[src/sv/tds_pkg.sv]
// ----------------------------------------------------------------------------
// tds_pkg: shared types and constants for the TDS median filter converter
// Widths, fixed-point scale factors and polynomial coefficients.
// ----------------------------------------------------------------------------
package tds_pkg;

    localparam int MEDIAN_W        = 12;
    localparam int TEMP_W          = 12;
    localparam int PPM_W           = 10;
    localparam int RING_DEPTH_DEF  = 30;
    localparam int SAMPLE_BITS_DEF = 12;

    // Voltage path: vq = m * 1600 * 65536 / (3003 * (400 + t)).
    localparam int NUM_W = 39;
    localparam int DEN_W = 23;
    localparam int REM_W = 24;
    localparam int VQ_W  = 18;
    localparam int SQ_W  = 20;
    localparam int CU_W  = 21;
    localparam int ACC_W = 40;
    localparam int IT_W  = 6;

    localparam logic [26:0]       NUM_SCALE = 27'd104857600;
    localparam logic [11:0]       DEN_SCALE = 12'd3003;
    localparam logic [12:0]       TEMP_BIAS = 13'd400;
    localparam logic [VQ_W-1:0]   VQ_CAP    = 18'd196608;
    localparam logic [ACC_W-1:0]  COEF_CU   = 40'd13342;
    localparam logic [ACC_W-1:0]  COEF_SQ   = 40'd25586;
    localparam logic [ACC_W-1:0]  COEF_V    = 40'd85739;

    // ppm = floor((acc >> 19) / 25), clamped at 1000.
    localparam int              PPM_SHIFT = 19;
    localparam logic [14:0]     X_LIMIT   = 15'd25000;
    localparam logic [15:0]     RECIP_25  = 16'd41944;
    localparam logic [PPM_W-1:0] PPM_MAX  = 10'd1000;

    typedef struct packed {
        logic                done;
        logic [MEDIAN_W-1:0] median;
    } t_ring_res;

endpackage

[src/sv/tds_if.sv]
// ----------------------------------------------------------------------------
// tds_if: request and result channels of the TDS converter
// Valid/ready channels carrying one request or one result each.
// ----------------------------------------------------------------------------
interface tds_in_if;
    logic        valid;
    logic        ready;
    logic [11:0] adc_sample;
    logic        sample_valid;
    logic signed [11:0] water_temp_sixteenths;

    modport source (output valid, adc_sample, sample_valid, water_temp_sixteenths,
                    input ready);
    modport sink   (input valid, adc_sample, sample_valid, water_temp_sixteenths,
                    output ready);
endinterface

interface tds_out_if;
    logic        valid;
    logic        ready;
    logic [11:0] median_raw;
    logic [9:0]  tds_ppm;

    modport source (output valid, median_raw, tds_ppm, input ready);
    modport sink   (input valid, median_raw, tds_ppm, output ready);
endinterface

[src/sv/tds_ring.sv]
// ----------------------------------------------------------------------------
// tds_ring: sample ring memory with median selection
// Stores valid samples and finds the median by a bitwise radix search.
// ----------------------------------------------------------------------------
module tds_ring #(
    parameter int RING_DEPTH  = tds_pkg::RING_DEPTH_DEF,
    parameter int SAMPLE_BITS = tds_pkg::SAMPLE_BITS_DEF
) (
    input  logic                          i_clk,
    input  logic                          i_rst_n,
    input  logic                          i_start,
    input  logic                          i_store,
    input  logic [tds_pkg::MEDIAN_W-1:0]  i_sample,
    output tds_pkg::t_ring_res            o_res
);
    import tds_pkg::*;

    localparam int IDX_W = (RING_DEPTH > 1) ? $clog2(RING_DEPTH) : 1;
    localparam int CNT_W = $clog2(RING_DEPTH + 1);
    localparam int BIT_W = (SAMPLE_BITS > 1) ? $clog2(SAMPLE_BITS) : 1;

    typedef enum logic [1:0] {S_IDLE, S_SCAN, S_DONE} t_state;

    logic [SAMPLE_BITS-1:0] r_ring [RING_DEPTH];
    logic [SAMPLE_BITS-1:0] r_rdata;

    t_state                 r_state;
    logic [IDX_W-1:0]       r_slot;
    logic [CNT_W-1:0]       r_fill, r_n, r_addr, r_cnt, r_k, r_k0;
    logic                   r_pv, r_second;
    logic [BIT_W-1:0]       r_bit;
    logic [SAMPLE_BITS-1:0] r_mask, r_pref, r_first;
    logic [SAMPLE_BITS-1:0] bit_sel, new_pref, sample_st;
    logic [SAMPLE_BITS:0]   pair_sum;
    logic [SAMPLE_BITS+MEDIAN_W-1:0] ext_in;
    logic [CNT_W-1:0]       fill_nx;
    logic                   match, take_zero;

    assign ext_in    = {{SAMPLE_BITS{1'b0}}, i_sample};
    assign sample_st = ext_in[SAMPLE_BITS-1:0];
    assign fill_nx   = (i_store && (r_fill < CNT_W'(RING_DEPTH))) ? r_fill + 1'b1 : r_fill;
    assign bit_sel   = SAMPLE_BITS'(1) << r_bit;
    assign match     = (((r_rdata ^ r_pref) & r_mask) == '0) && ((r_rdata & bit_sel) == '0);
    assign take_zero = r_k < r_cnt;
    assign new_pref  = take_zero ? r_pref : (r_pref | bit_sel);
    assign pair_sum  = {1'b0, r_first} + {1'b0, new_pref};

    // Ring storage: one write port, one registered read port.
    always_ff @(posedge i_clk) begin
        if (i_start && i_store) begin
            r_ring[r_slot] <= sample_st;
        end
        r_rdata <= r_ring[r_addr[IDX_W-1:0]];
    end

    function automatic logic [MEDIAN_W-1:0] to_med(input logic [SAMPLE_BITS-1:0] v);
        logic [SAMPLE_BITS+MEDIAN_W-1:0] e;
        e = {{MEDIAN_W{1'b0}}, v};
        return e[MEDIAN_W-1:0];
    endfunction

    always_ff @(posedge i_clk) begin
        if (!i_rst_n) begin
            r_state     <= S_IDLE;
            r_slot      <= '0;
            r_fill      <= '0;
            r_pv        <= 1'b0;
            o_res.done  <= 1'b0;
        end else begin
            o_res.done <= 1'b0;
            unique case (r_state)
                S_IDLE: begin
                    if (i_start) begin
                        if (i_store) begin
                            r_slot <= (r_slot == IDX_W'(RING_DEPTH - 1)) ? '0 : r_slot + 1'b1;
                        end
                        r_fill   <= fill_nx;
                        r_n      <= fill_nx;
                        r_k      <= (fill_nx - 1'b1) >> 1;
                        r_k0     <= (fill_nx - 1'b1) >> 1;
                        r_bit    <= BIT_W'(SAMPLE_BITS - 1);
                        r_mask   <= '0;
                        r_pref   <= '0;
                        r_addr   <= '0;
                        r_cnt    <= '0;
                        r_pv     <= 1'b0;
                        r_second <= 1'b0;
                        if (fill_nx == '0) begin
                            o_res.median <= '0;
                            r_state      <= S_DONE;
                        end else begin
                            r_state <= S_SCAN;
                        end
                    end
                end
                S_SCAN: begin
                    r_pv <= r_addr < r_n;
                    if (r_addr < r_n) begin
                        r_addr <= r_addr + 1'b1;
                    end
                    if (r_pv && match) begin
                        r_cnt <= r_cnt + 1'b1;
                    end
                    if (!r_pv && (r_addr == r_n)) begin
                        // All counts for this bit are in: fix the bit.
                        r_addr <= '0;
                        r_cnt  <= '0;
                        if (r_bit != '0) begin
                            if (!take_zero) begin
                                r_k <= r_k - r_cnt;
                            end
                            r_pref <= new_pref;
                            r_mask <= r_mask | bit_sel;
                            r_bit  <= r_bit - 1'b1;
                        end else if (!r_second && !r_n[0]) begin
                            // Even count: search the upper middle value next.
                            r_first  <= new_pref;
                            r_second <= 1'b1;
                            r_k      <= r_k0 + 1'b1;
                            r_pref   <= '0;
                            r_mask   <= '0;
                            r_bit    <= BIT_W'(SAMPLE_BITS - 1);
                        end else begin
                            o_res.median <= r_second ? to_med(pair_sum[SAMPLE_BITS:1])
                                                     : to_med(new_pref);
                            r_state <= S_DONE;
                        end
                    end
                end
                S_DONE: begin
                    o_res.done <= 1'b1;
                    r_state    <= S_IDLE;
                end
                default: r_state <= S_IDLE;
            endcase
        end
    end

endmodule

[src/sv/tds_conv.sv]
// ----------------------------------------------------------------------------
// tds_conv: median to compensated TDS conversion
// Serial divider for probe volts, then the cubic polynomial and clamp.
// ----------------------------------------------------------------------------
module tds_conv (
    input  logic                               i_clk,
    input  logic                               i_rst_n,
    input  logic                               i_start,
    input  logic                               i_take,
    input  logic [tds_pkg::MEDIAN_W-1:0]       i_median,
    input  logic signed [tds_pkg::TEMP_W-1:0]  i_temp,
    output logic                               o_done,
    output logic [tds_pkg::PPM_W-1:0]          o_ppm
);
    import tds_pkg::*;

    typedef enum logic [3:0] {
        S_IDLE, S_DIV, S_CAP, S_SQ, S_CU, S_T1, S_T2, S_T3, S_SCALE, S_DONE
    } t_state;

    t_state                   r_state;
    logic [NUM_W-1:0]         r_num;
    logic [DEN_W-1:0]         r_den;
    logic [REM_W-1:0]         r_rem;
    logic [IT_W-1:0]          r_it;
    logic [VQ_W-1:0]          r_vq;
    logic [SQ_W-1:0]          r_sq;
    logic [CU_W-1:0]          r_cu;
    logic signed [ACC_W-1:0]  r_acc;

    logic signed [TEMP_W:0]   denom_t;
    logic [REM_W-1:0]         rem_sh;
    logic                     ge;
    logic [2*VQ_W-1:0]        sq_prod;
    logic [SQ_W+VQ_W-1:0]     cu_prod;
    logic [ACC_W-PPM_SHIFT-2:0] x_val;
    logic [30:0]              q_prod;

    assign denom_t = $signed({i_temp[TEMP_W-1], i_temp}) + $signed(TEMP_BIAS);
    assign rem_sh  = {r_rem[REM_W-2:0], r_num[NUM_W-1]};
    assign ge      = rem_sh >= {1'b0, r_den};
    assign sq_prod = r_vq * r_vq;
    assign cu_prod = r_sq * {{(SQ_W-VQ_W){1'b0}}, r_vq};
    assign x_val   = r_acc[ACC_W-2:PPM_SHIFT];
    assign q_prod  = {16'b0, x_val[14:0]} * {15'b0, RECIP_25};

    always_ff @(posedge i_clk) begin
        if (!i_rst_n) begin
            r_state <= S_IDLE;
            o_done  <= 1'b0;
        end else begin
            unique case (r_state)
                S_IDLE: begin
                    if (i_start) begin
                        r_num <= {{(NUM_W-MEDIAN_W){1'b0}}, i_median}
                                 * NUM_W'(NUM_SCALE);
                        r_den <= DEN_W'({12'b0, DEN_SCALE} * {12'b0, denom_t[11:0]});
                        r_rem <= '0;
                        r_it  <= '0;
                        if (denom_t <= 0) begin
                            o_ppm   <= '0;
                            o_done  <= 1'b1;
                            r_state <= S_DONE;
                        end else begin
                            r_state <= S_DIV;
                        end
                    end
                end
                S_DIV: begin
                    r_rem <= ge ? rem_sh - {1'b0, r_den} : rem_sh;
                    r_num <= {r_num[NUM_W-2:0], ge};
                    r_it  <= r_it + 1'b1;
                    if (r_it == IT_W'(NUM_W - 1)) begin
                        r_state <= S_CAP;
                    end
                end
                S_CAP: begin
                    r_vq    <= (r_num > NUM_W'(VQ_CAP)) ? VQ_CAP : r_num[VQ_W-1:0];
                    r_state <= S_SQ;
                end
                S_SQ: begin
                    r_sq    <= sq_prod[2*VQ_W-1:16];
                    r_state <= S_CU;
                end
                S_CU: begin
                    r_cu    <= cu_prod[CU_W+15:16];
                    r_state <= S_T1;
                end
                S_T1: begin
                    r_acc   <= $signed(ACC_W'(r_cu) * COEF_CU);
                    r_state <= S_T2;
                end
                S_T2: begin
                    r_acc   <= r_acc - $signed(ACC_W'(r_sq) * COEF_SQ);
                    r_state <= S_T3;
                end
                S_T3: begin
                    r_acc   <= r_acc + $signed(ACC_W'(r_vq) * COEF_V);
                    r_state <= S_SCALE;
                end
                S_SCALE: begin
                    if (r_acc[ACC_W-1]) begin
                        o_ppm <= '0;
                    end else if (x_val >= (ACC_W-PPM_SHIFT-1)'(X_LIMIT)) begin
                        o_ppm <= PPM_MAX;
                    end else begin
                        o_ppm <= q_prod[PPM_W+19:20];
                    end
                    o_done  <= 1'b1;
                    r_state <= S_DONE;
                end
                S_DONE: begin
                    if (i_take) begin
                        o_done  <= 1'b0;
                        r_state <= S_IDLE;
                    end
                end
                default: r_state <= S_IDLE;
            endcase
        end
    end

endmodule

[src/sv/tds_median_filter_convert_core.sv]
// ----------------------------------------------------------------------------
// tds_median_filter_convert_core: running median filter and TDS conversion
// Top level joining the sample ring, the converter and the result register.
// ----------------------------------------------------------------------------
// Usage:
// Requests arrive on i_req: a converter sample, its valid flag and the water
// temperature in sixteenths of a degree. A valid sample is stored in the ring.
// Every request returns exactly one result on o_res: the median of the
// stored samples and the compensated TDS value in ppm, clamped to 0..1000.
// The block works on one request at a time. The median search scans the ring
// memory once per sample bit (twice for an even fill); then the serial 39-bit
// divider and the polynomial produce the ppm value. A full ring of 30 holds
// an even count and so takes both searches.
// The result sits in an output register, so the next request is accepted
// as soon as the result is handed to that register, even while the
// receiver stalls; a second result waits in the converter until the
// register frees up. After reset the ring is empty, the first result reports
// a median of zero unless the request stores a sample, and i_req.ready is
// high at once.
// ----------------------------------------------------------------------------
module tds_median_filter_convert_core #(
    parameter int RING_DEPTH  = tds_pkg::RING_DEPTH_DEF,
    parameter int SAMPLE_BITS = tds_pkg::SAMPLE_BITS_DEF
) (
    input  logic      i_clk,
    input  logic      i_rst_n,
    tds_in_if.sink    i_req,
    tds_out_if.source o_res
);
    import tds_pkg::*;

    logic                       r_busy;
    logic                       r_out_valid;
    logic [MEDIAN_W-1:0]        r_out_median;
    logic [PPM_W-1:0]           r_out_ppm;
    logic [MEDIAN_W-1:0]        r_median;
    logic signed [TEMP_W-1:0]   r_temp;

    t_ring_res                  ring_res;
    logic                       accept;
    logic                       conv_done;
    logic                       conv_take;
    logic [PPM_W-1:0]           conv_ppm;

    // A request is taken only while no earlier request is still in work.
    assign i_req.ready = !r_busy;
    assign accept      = i_req.valid && !r_busy;

    // The converter result moves into the output register when it is free.
    assign conv_take   = conv_done && (!r_out_valid || o_res.ready);

    assign o_res.valid      = r_out_valid;
    assign o_res.median_raw = r_out_median;
    assign o_res.tds_ppm    = r_out_ppm;

    tds_ring #(
        .RING_DEPTH  (RING_DEPTH),
        .SAMPLE_BITS (SAMPLE_BITS)
    ) u_ring (
        .i_clk    (i_clk),
        .i_rst_n  (i_rst_n),
        .i_start  (accept),
        .i_store  (i_req.sample_valid),
        .i_sample (i_req.adc_sample),
        .o_res    (ring_res)
    );

    tds_conv u_conv (
        .i_clk    (i_clk),
        .i_rst_n  (i_rst_n),
        .i_start  (ring_res.done),
        .i_take   (conv_take),
        .i_median (ring_res.median),
        .i_temp   (r_temp),
        .o_done   (conv_done),
        .o_ppm    (conv_ppm)
    );

    always_ff @(posedge i_clk) begin
        if (!i_rst_n) begin
            r_busy      <= 1'b0;
            r_out_valid <= 1'b0;
        end else begin
            if (accept) begin
                r_busy <= 1'b1;
                r_temp <= i_req.water_temp_sixteenths;
            end else if (conv_take) begin
                r_busy <= 1'b0;
            end
            // The median is kept beside the converter while it works.
            if (ring_res.done) begin
                r_median <= ring_res.median;
            end
            if (conv_take) begin
                r_out_valid  <= 1'b1;
                r_out_median <= r_median;
                r_out_ppm    <= conv_ppm;
            end else if (o_res.ready) begin
                r_out_valid <= 1'b0;
            end
        end
    end

`ifndef NO_ASSERTIONS
    a_accept_busy: assert property (@(posedge i_clk) disable iff (!i_rst_n)
        accept |=> r_busy)
        else $error("request accepted without marking the block busy");

    a_conv_holds: assert property (@(posedge i_clk) disable iff (!i_rst_n)
        (conv_done && !conv_take) |=> conv_done)
        else $error("converter result dropped while output register was full");

    a_ppm_range: assert property (@(posedge i_clk) disable iff (!i_rst_n)
        conv_take |=> (r_out_valid && (r_out_ppm <= PPM_MAX)))
        else $error("result not loaded or ppm out of range");
`endif

endmodule
[src/flat_wrapper.sv]
// flat-port wrapper written by rule: the top's interface ports become plain ports
module tds_median_filter_convert_core_flat import tds_pkg::*;
#(
    parameter int RING_DEPTH  = tds_pkg::RING_DEPTH_DEF,
    parameter int SAMPLE_BITS = tds_pkg::SAMPLE_BITS_DEF
)
  (i_clk, i_rst_n, i_req_valid, i_req_adc_sample, i_req_sample_valid, i_req_water_temp_sixteenths, i_req_ready, o_res_valid, o_res_median_raw, o_res_tds_ppm, o_res_ready);
  tds_in_if i_req_i ();
  tds_out_if o_res_i ();
  input  logic i_clk;
  input  logic i_rst_n;
  input wire logic [$bits(i_req_i.valid)-1:0] i_req_valid;
  input wire logic [$bits(i_req_i.adc_sample)-1:0] i_req_adc_sample;
  input wire logic [$bits(i_req_i.sample_valid)-1:0] i_req_sample_valid;
  input wire logic [$bits(i_req_i.water_temp_sixteenths)-1:0] i_req_water_temp_sixteenths;
  output wire logic [$bits(i_req_i.ready)-1:0] i_req_ready;
  output wire logic [$bits(o_res_i.valid)-1:0] o_res_valid;
  output wire logic [$bits(o_res_i.median_raw)-1:0] o_res_median_raw;
  output wire logic [$bits(o_res_i.tds_ppm)-1:0] o_res_tds_ppm;
  input wire logic [$bits(o_res_i.ready)-1:0] o_res_ready;
  assign i_req_i.valid = i_req_valid;
  assign i_req_i.adc_sample = i_req_adc_sample;
  assign i_req_i.sample_valid = i_req_sample_valid;
  assign i_req_i.water_temp_sixteenths = i_req_water_temp_sixteenths;
  assign i_req_ready = i_req_i.ready;
  assign o_res_valid = o_res_i.valid;
  assign o_res_median_raw = o_res_i.median_raw;
  assign o_res_tds_ppm = o_res_i.tds_ppm;
  assign o_res_i.ready = o_res_ready;
  tds_median_filter_convert_core #(.RING_DEPTH(RING_DEPTH), .SAMPLE_BITS(SAMPLE_BITS)) u_core (.i_clk(i_clk), .i_rst_n(i_rst_n), .i_req(i_req_i), .o_res(o_res_i));
endmodule
[config.mk]
export PLATFORM = sky130hd
export DESIGN_NAME = tds_median_filter_convert_core_flat
export DESIGN_NICKNAME = d
export VERILOG_FILES = /design/src/sv/tds_pkg.sv /design/src/sv/tds_if.sv /design/src/sv/tds_ring.sv /design/src/sv/tds_conv.sv /design/src/sv/tds_median_filter_convert_core.sv /design/src/flat_wrapper.sv
export SDC_FILE = /design/constraint.sdc
export NUM_CORES = 2
export LEC_CHECK = 0
export BUFFER_PORTS_ARGS = -buffer_cell sky130_fd_sc_hd__buf_4
export CAP_MARGIN = 30
export CORE_MARGIN = 5
export CORE_UTILIZATION = 60
export CTS_CLUSTER_DIAMETER = 30
export CTS_CLUSTER_SIZE = 24
export DETAILED_ROUTE_END_ITERATION = 10
export PLACE_DENSITY_LB_ADDON = 0.2
export RECOVER_POWER = 50
export SLEW_MARGIN = 20
export SYNTH_ARGS = -nofsm -noshare
export SYNTH_HDL_FRONTEND = slang
export SYNTH_SLANG_ARGS = --single-unit
[constraint.sdc]
create_clock -name i_clk -period 12.5 [get_ports i_clk]
set_input_delay 1.875 -clock i_clk [delete_from_list [all_inputs] [get_ports i_clk]]
set_output_delay 1.875 -clock i_clk [all_outputs]
set_load 0.02 [all_outputs]
==> metrics.txt <==
# TYPE chip_impl_metric gauge
chip_impl_metric{name="postSynth.asyncResetShare",unit="%"} 0
chip_impl_metric{name="drt-pass1-iter-count",unit=""} 6
chip_impl_metric{name="timing_worst_slew_pin_value",unit="ps"} 8030
chip_impl_metric{name="drt.antenna.violating_nets",unit=""} 0
chip_impl_metric{name="grtUsageTotal",unit="%"} 28.2
chip_impl_info{name="unrepaired_setup_endpoints_after_global_routing",value="false"} 1
chip_impl_metric{name="die_h",unit="um"} 368
chip_impl_info{name="synth_ff_type",value="edfxtp_1"} 1
chip_impl_info{name="startpoint_type",value="flip-flop"} 1
chip_impl_metric{name="finalWirelength",unit="mm"} 187
chip_impl_info{name="r2r_end",value="u_core.u_conv.r_acc[38]$_DFFE_PP_"} 1
chip_impl_metric{name="htree_num_levels",unit=""} 4
chip_impl_metric{name="num_vias",unit=""} 51400
chip_impl_metric{name="die_area",unit="mm^2"} 0.136
chip_impl_metric{name="grt_remaining_overflow",unit=""} 0
chip_impl_metric{name="io-pin-count",unit=""} 53
chip_impl_metric{name="hold_viol",unit=""} 0
chip_impl_metric{name="r2r_slack",unit="ps"} 3280
chip_impl_info{name="timing.hold.worst.class",value="reg -> reg"} 1
chip_impl_info{name="hp-start",value="u_core.u_conv.o_ppm[6]$_SDFFCE_PP0P_"} 1
chip_impl_metric{name="finalSetupViolCount",unit=""} 0
chip_impl_metric{name="rows",unit=""} 131
chip_impl_metric{name="critical_path.max_stage_delay",unit="ps"} 710
chip_impl_metric{name="totalNegativeSetupSlack",unit="ps"} 0
chip_impl_metric{name="synth.top_cell.area_share",unit="%"} 26.6
chip_impl_metric{name="cts.sink_count",unit=""} 716
chip_impl_info{name="crit_top_cell",value="inv_1"} 1
chip_impl_metric{name="cts_buffers",unit=""} 142
chip_impl_metric{name="maxCapViolations",unit=""} 9
chip_impl_info{name="hold-path-endpoint",value="u_core.o_res.tds_ppm[6]$_DFFE_PP_"} 1
chip_impl_metric{name="cts.reportedPaths.clkPinSlew",unit="ps"} 60
chip_impl_metric{name="hold_buffer_count_at_cts",unit=""} 0
chip_impl_info{name="cp-end-kind",value="flip-flop"} 1
chip_impl_metric{name="critical_path_peak_fanout",unit=""} 13
chip_impl_metric{name="hold-path-cell-count",unit=""} 0
chip_impl_metric{name="max_vdd_drop",unit="mV"} 0.226
chip_impl_metric{name="arrival_time_worst_endpoint",unit="ps"} 9730
chip_impl_info{name="crit_path_top_delay_cell",value="edfxtp_1"} 1
chip_impl_metric{name="seq_area",unit="mm^2"} 0.0212
chip_impl_metric{name="port-buffer-count",unit=""} 52
chip_impl_info{name="yosys.cell_count.top_type",value="inv_1"} 1
chip_impl_metric{name="layout_worst_path_cycle_share",unit="%"} 73.7
chip_impl_metric{name="core",unit="mm^2"} 0.128
chip_impl_metric{name="synthDistinctLibCells",unit=""} 86
chip_impl_info{name="status",value="finished, violations left"} 1
chip_impl_info{name="cts_root_buffer",value="clkbuf_16"} 1
chip_impl_metric{name="cts_setup_buffers",unit=""} 0
chip_impl_metric{name="route.detailed.vias_per_inst",unit=""} 5.72
chip_impl_metric{name="drc_marker_count_from_the_first_detailed_route_iteration",unit=""} 3789
chip_impl_metric{name="clock_skew",unit="ps"} 66.0
chip_impl_metric{name="initial_core_util",unit="%"} 60.4
chip_impl_metric{name="die_w",unit="um"} 368
chip_impl_metric{name="clock_path_buffers",unit=""} 3
chip_impl_metric{name="multi_input_logic_area",unit="mm^2"} 0.0493
chip_impl_metric{name="ctsResizeCount",unit=""} 0
chip_impl_metric{name="synth_seq_cells",unit=""} 716
chip_impl_metric{name="timing.critical_path.required",unit="ps"} 13020
chip_impl_metric{name="power_density",unit="mW/mm^2"} 183
chip_impl_metric{name="final_net_count",unit=""} 9183
chip_impl_metric{name="mappedNetlistNets",unit=""} 9078
chip_impl_metric{name="clk-insertion-delay-late",unit="ps"} 780
chip_impl_metric{name="report.final.slew_viol_count",unit=""} 327
chip_impl_info{name="cts_tree",value="yes"} 1
chip_impl_info{name="violations",value="max-capacitance violations, max-slew violations"} 1
chip_impl_metric{name="flow.area_growth_from_synthesis",unit="%"} 9.59
chip_impl_metric{name="syn_inst",unit=""} 7105
chip_impl_metric{name="min_period",unit="ps"} 9220
chip_impl_metric{name="maxSlewHeadroom",unit="%"} -435
chip_impl_metric{name="seq_area_frac_synth",unit="%"} 27.5
chip_impl_metric{name="grt_antenna_before_repair",unit=""} 2
chip_impl_metric{name="p_leak",unit="nW"} 39.7
chip_impl_metric{name="drive_gt1_share",unit="%"} 7.37
chip_impl_metric{name="grt_pass1_vias",unit=""} 54800
chip_impl_metric{name="synth_warnings",unit=""} 0
chip_impl_metric{name="routedWlPerCell",unit="um"} 20.7
chip_impl_metric{name="r2r_cells",unit=""} 33
chip_impl_info{name="synth.top_cells.by_area",value="edfxtp_1 27%, fa_1 25%, ha_1 16%"} 1
chip_impl_metric{name="number_of_flops_mapped_to_enable_cells_by_yosys",unit=""} 683
chip_impl_metric{name="dp_slack",unit="ps"} 3370
chip_impl_metric{name="hpwl",unit="mm"} 145
chip_impl_metric{name="drt_drc_violations_left",unit=""} 0
chip_impl_metric{name="avgSynthCellArea",unit="um^2"} 10.8
chip_impl_metric{name="finalWeightedCongestion",unit=""} 0.930
chip_impl_metric{name="grt_first_pass_wirelength",unit="mm"} 299
chip_impl_info{name="synth_area_leader_cell",value="edfxtp_1"} 1
chip_impl_metric{name="grt_start_max_net_pins",unit=""} 101
chip_impl_metric{name="fillerInstances",unit=""} 9755
chip_impl_info{name="timing_worst_setup_path_type",value="reg -> reg"} 1
chip_impl_info{name="r2r_start",value="u_core.u_conv.r_sq[1]$_DFFE_PP_"} 1
chip_impl_metric{name="worst_slack",unit="ps"} 3280
chip_impl_metric{name="fmax",unit="MHz"} 108
chip_impl_info{name="synth_top_cells_by_count",value="1548 x inv_1, 975 x ha_1, 969 x fa_1"} 1
chip_impl_metric{name="netlist_area_before_placement",unit="mm^2"} 0.0770
## layer usage
metal	up-vias	part of all wire [%]	track usage [%]
li1	23600	-	-
met2	1648	50	48.1
met1	25800	41	37.3
met4	0	3.3	9.27
met5	-	0	0
met3	354	6.0	4.08
## per-stage QoR
| step | util [%] | area (um^2) | hold WS (ps) | power [W] | instances |
|---|---|---|---|---|---|
| 2_1_floorplan | - | 77000 | 400 | 0.00913 | 7105 |
| 3_3_place_gp | 62.2 | 79300 | 403 | 0.0114 | 8704 |
| 3_5_place_dp | 62.4 | 79600 | 407 | 0.0115 | 8726 |
| 4_1_cts | 66.3 | 84500 | 379 | 0.0154 | 8991 |
| 5_1_grt | 66.2 | 84400 | 390 | 0.0165 | 8993 |
| 6_report | 66.2 | 84400 | 375 | 0.0154 | 8995 |
## registers in the layout (all words and copies together) (netlist names), 13 cells and up
| register | count |
|---|---|
| u_core.u_ring.o_res | 13 |
| u_core.u_conv.r_vq | 18 |
| u_core.u_conv.r_sq | 20 |
| u_core.u_conv.r_rem | 23 |
| u_core.u_ring.r_ring | 360 |
| u_core.u_conv.r_num | 39 |
| u_core.u_conv.r_cu | 21 |
| u_core.u_conv.r_acc | 40 |
| u_core.u_conv.r_den | 23 |
## power breakdown
| group | leakage (nW) | total (W) | switching, W | internal (W) |
|---|---|---|---|---|
| combinational | 30.9 | 0.00857 | 0.00518 | 0.00339 |
| clock | 2.36 | 0.00380 | 0.00139 | 0.00241 |
| sequential | 6.47 | 0.00304 | 0.0000781 | 0.00296 |
## worst max-delay path: cells and delay by family (launching register included)
kind,cells,cell delay [ps]
AOI/OAI and AO/OA,15,3390
xor gates and xnor gates,1,230
adders and majority gates,8,3430
buffers and inverters,6,740
DFF,1,710
and+or+nand+nor,3,450
## cell usage in the layout (no fill, tap or decap), types with 33 or more instances in the layout
cell	count
a21oi_1	239
a211oi_1	46
edfxtp_1	683
ha_1	975
and2_1	72
and2_0	39
clkbuf_1	45
and3_1	36
nand2_1	494
clkbuf_16	143
a21o_1	135
mux4_2	108
dfxtp_1	33
nor3_1	48
nand3_1	73
xor2_1	132
o21a_1	39
nand4_1	33
nor2_1	387
fa_1	969
nand2b_1	43
o21ai_0	151
nor2b_1	48
inv_1	1548
xnor2_1	174
buf_4	85
## kinds of logic (layout without fill, tap and decap cells)
kind of cell,count (synthesis),count (layout),share of synthesized area [%]
DFF,716,716,27.5
buffers and inverters,1737,1963,8.49
muxes,155,155,3.81
AOI/OAI and AO/OA,878,878,7.55
and+or+nand+nor,1369,1369,8.14
other,0,2,0
adders and majority gates,1944,1944,41.0
xor gates and xnor gates,306,306,3.48
## how the worst max path moves through the flow
stage / startpoint / endpoint / slack (ps) / cells past startpoint
after floorplan: u_core.u_conv.r_vq[12]$_SDFFCE_PN0P_ / u_core.u_conv.r_acc[39]$_DFFE_PP_ / 4300 / 32
after global placement: u_core.u_conv.r_vq[6]$_SDFFCE_PN0P_ / u_core.u_conv.r_acc[39]$_DFFE_PP_ / 3480 / 31
after detailed placement: u_core.u_conv.r_sq[3]$_DFFE_PP_ / u_core.u_conv.r_acc[38]$_DFFE_PP_ / 3370 / 33
after CTS: u_core.u_conv.r_sq[1]$_DFFE_PP_ / u_core.u_conv.r_acc[38]$_DFFE_PP_ / 3340 / 33
after global routing: u_core.u_ring.r_addr[0]$_SDFFCE_PN0P_ / u_core.u_ring.r_k[1]$_DFFE_PP_ / 2350 / 9
final: u_core.u_conv.r_sq[1]$_DFFE_PP_ / u_core.u_conv.r_acc[38]$_DFFE_PP_ / 3280 / 33
## final cells by class
type                       instances  share of cell area [%]
inverter                        1557                    6.93
tap                             1662                    2.46
multi-input combinational       4652                    58.5
timing repair buffer             141                    1.23
antenna                            2                 0.00593
clock inverter                   105                    1.47
clock buffer                     160                    4.34
sequential                       716                    25.1
Note: power is estimated with default switching activity, not from simulation.
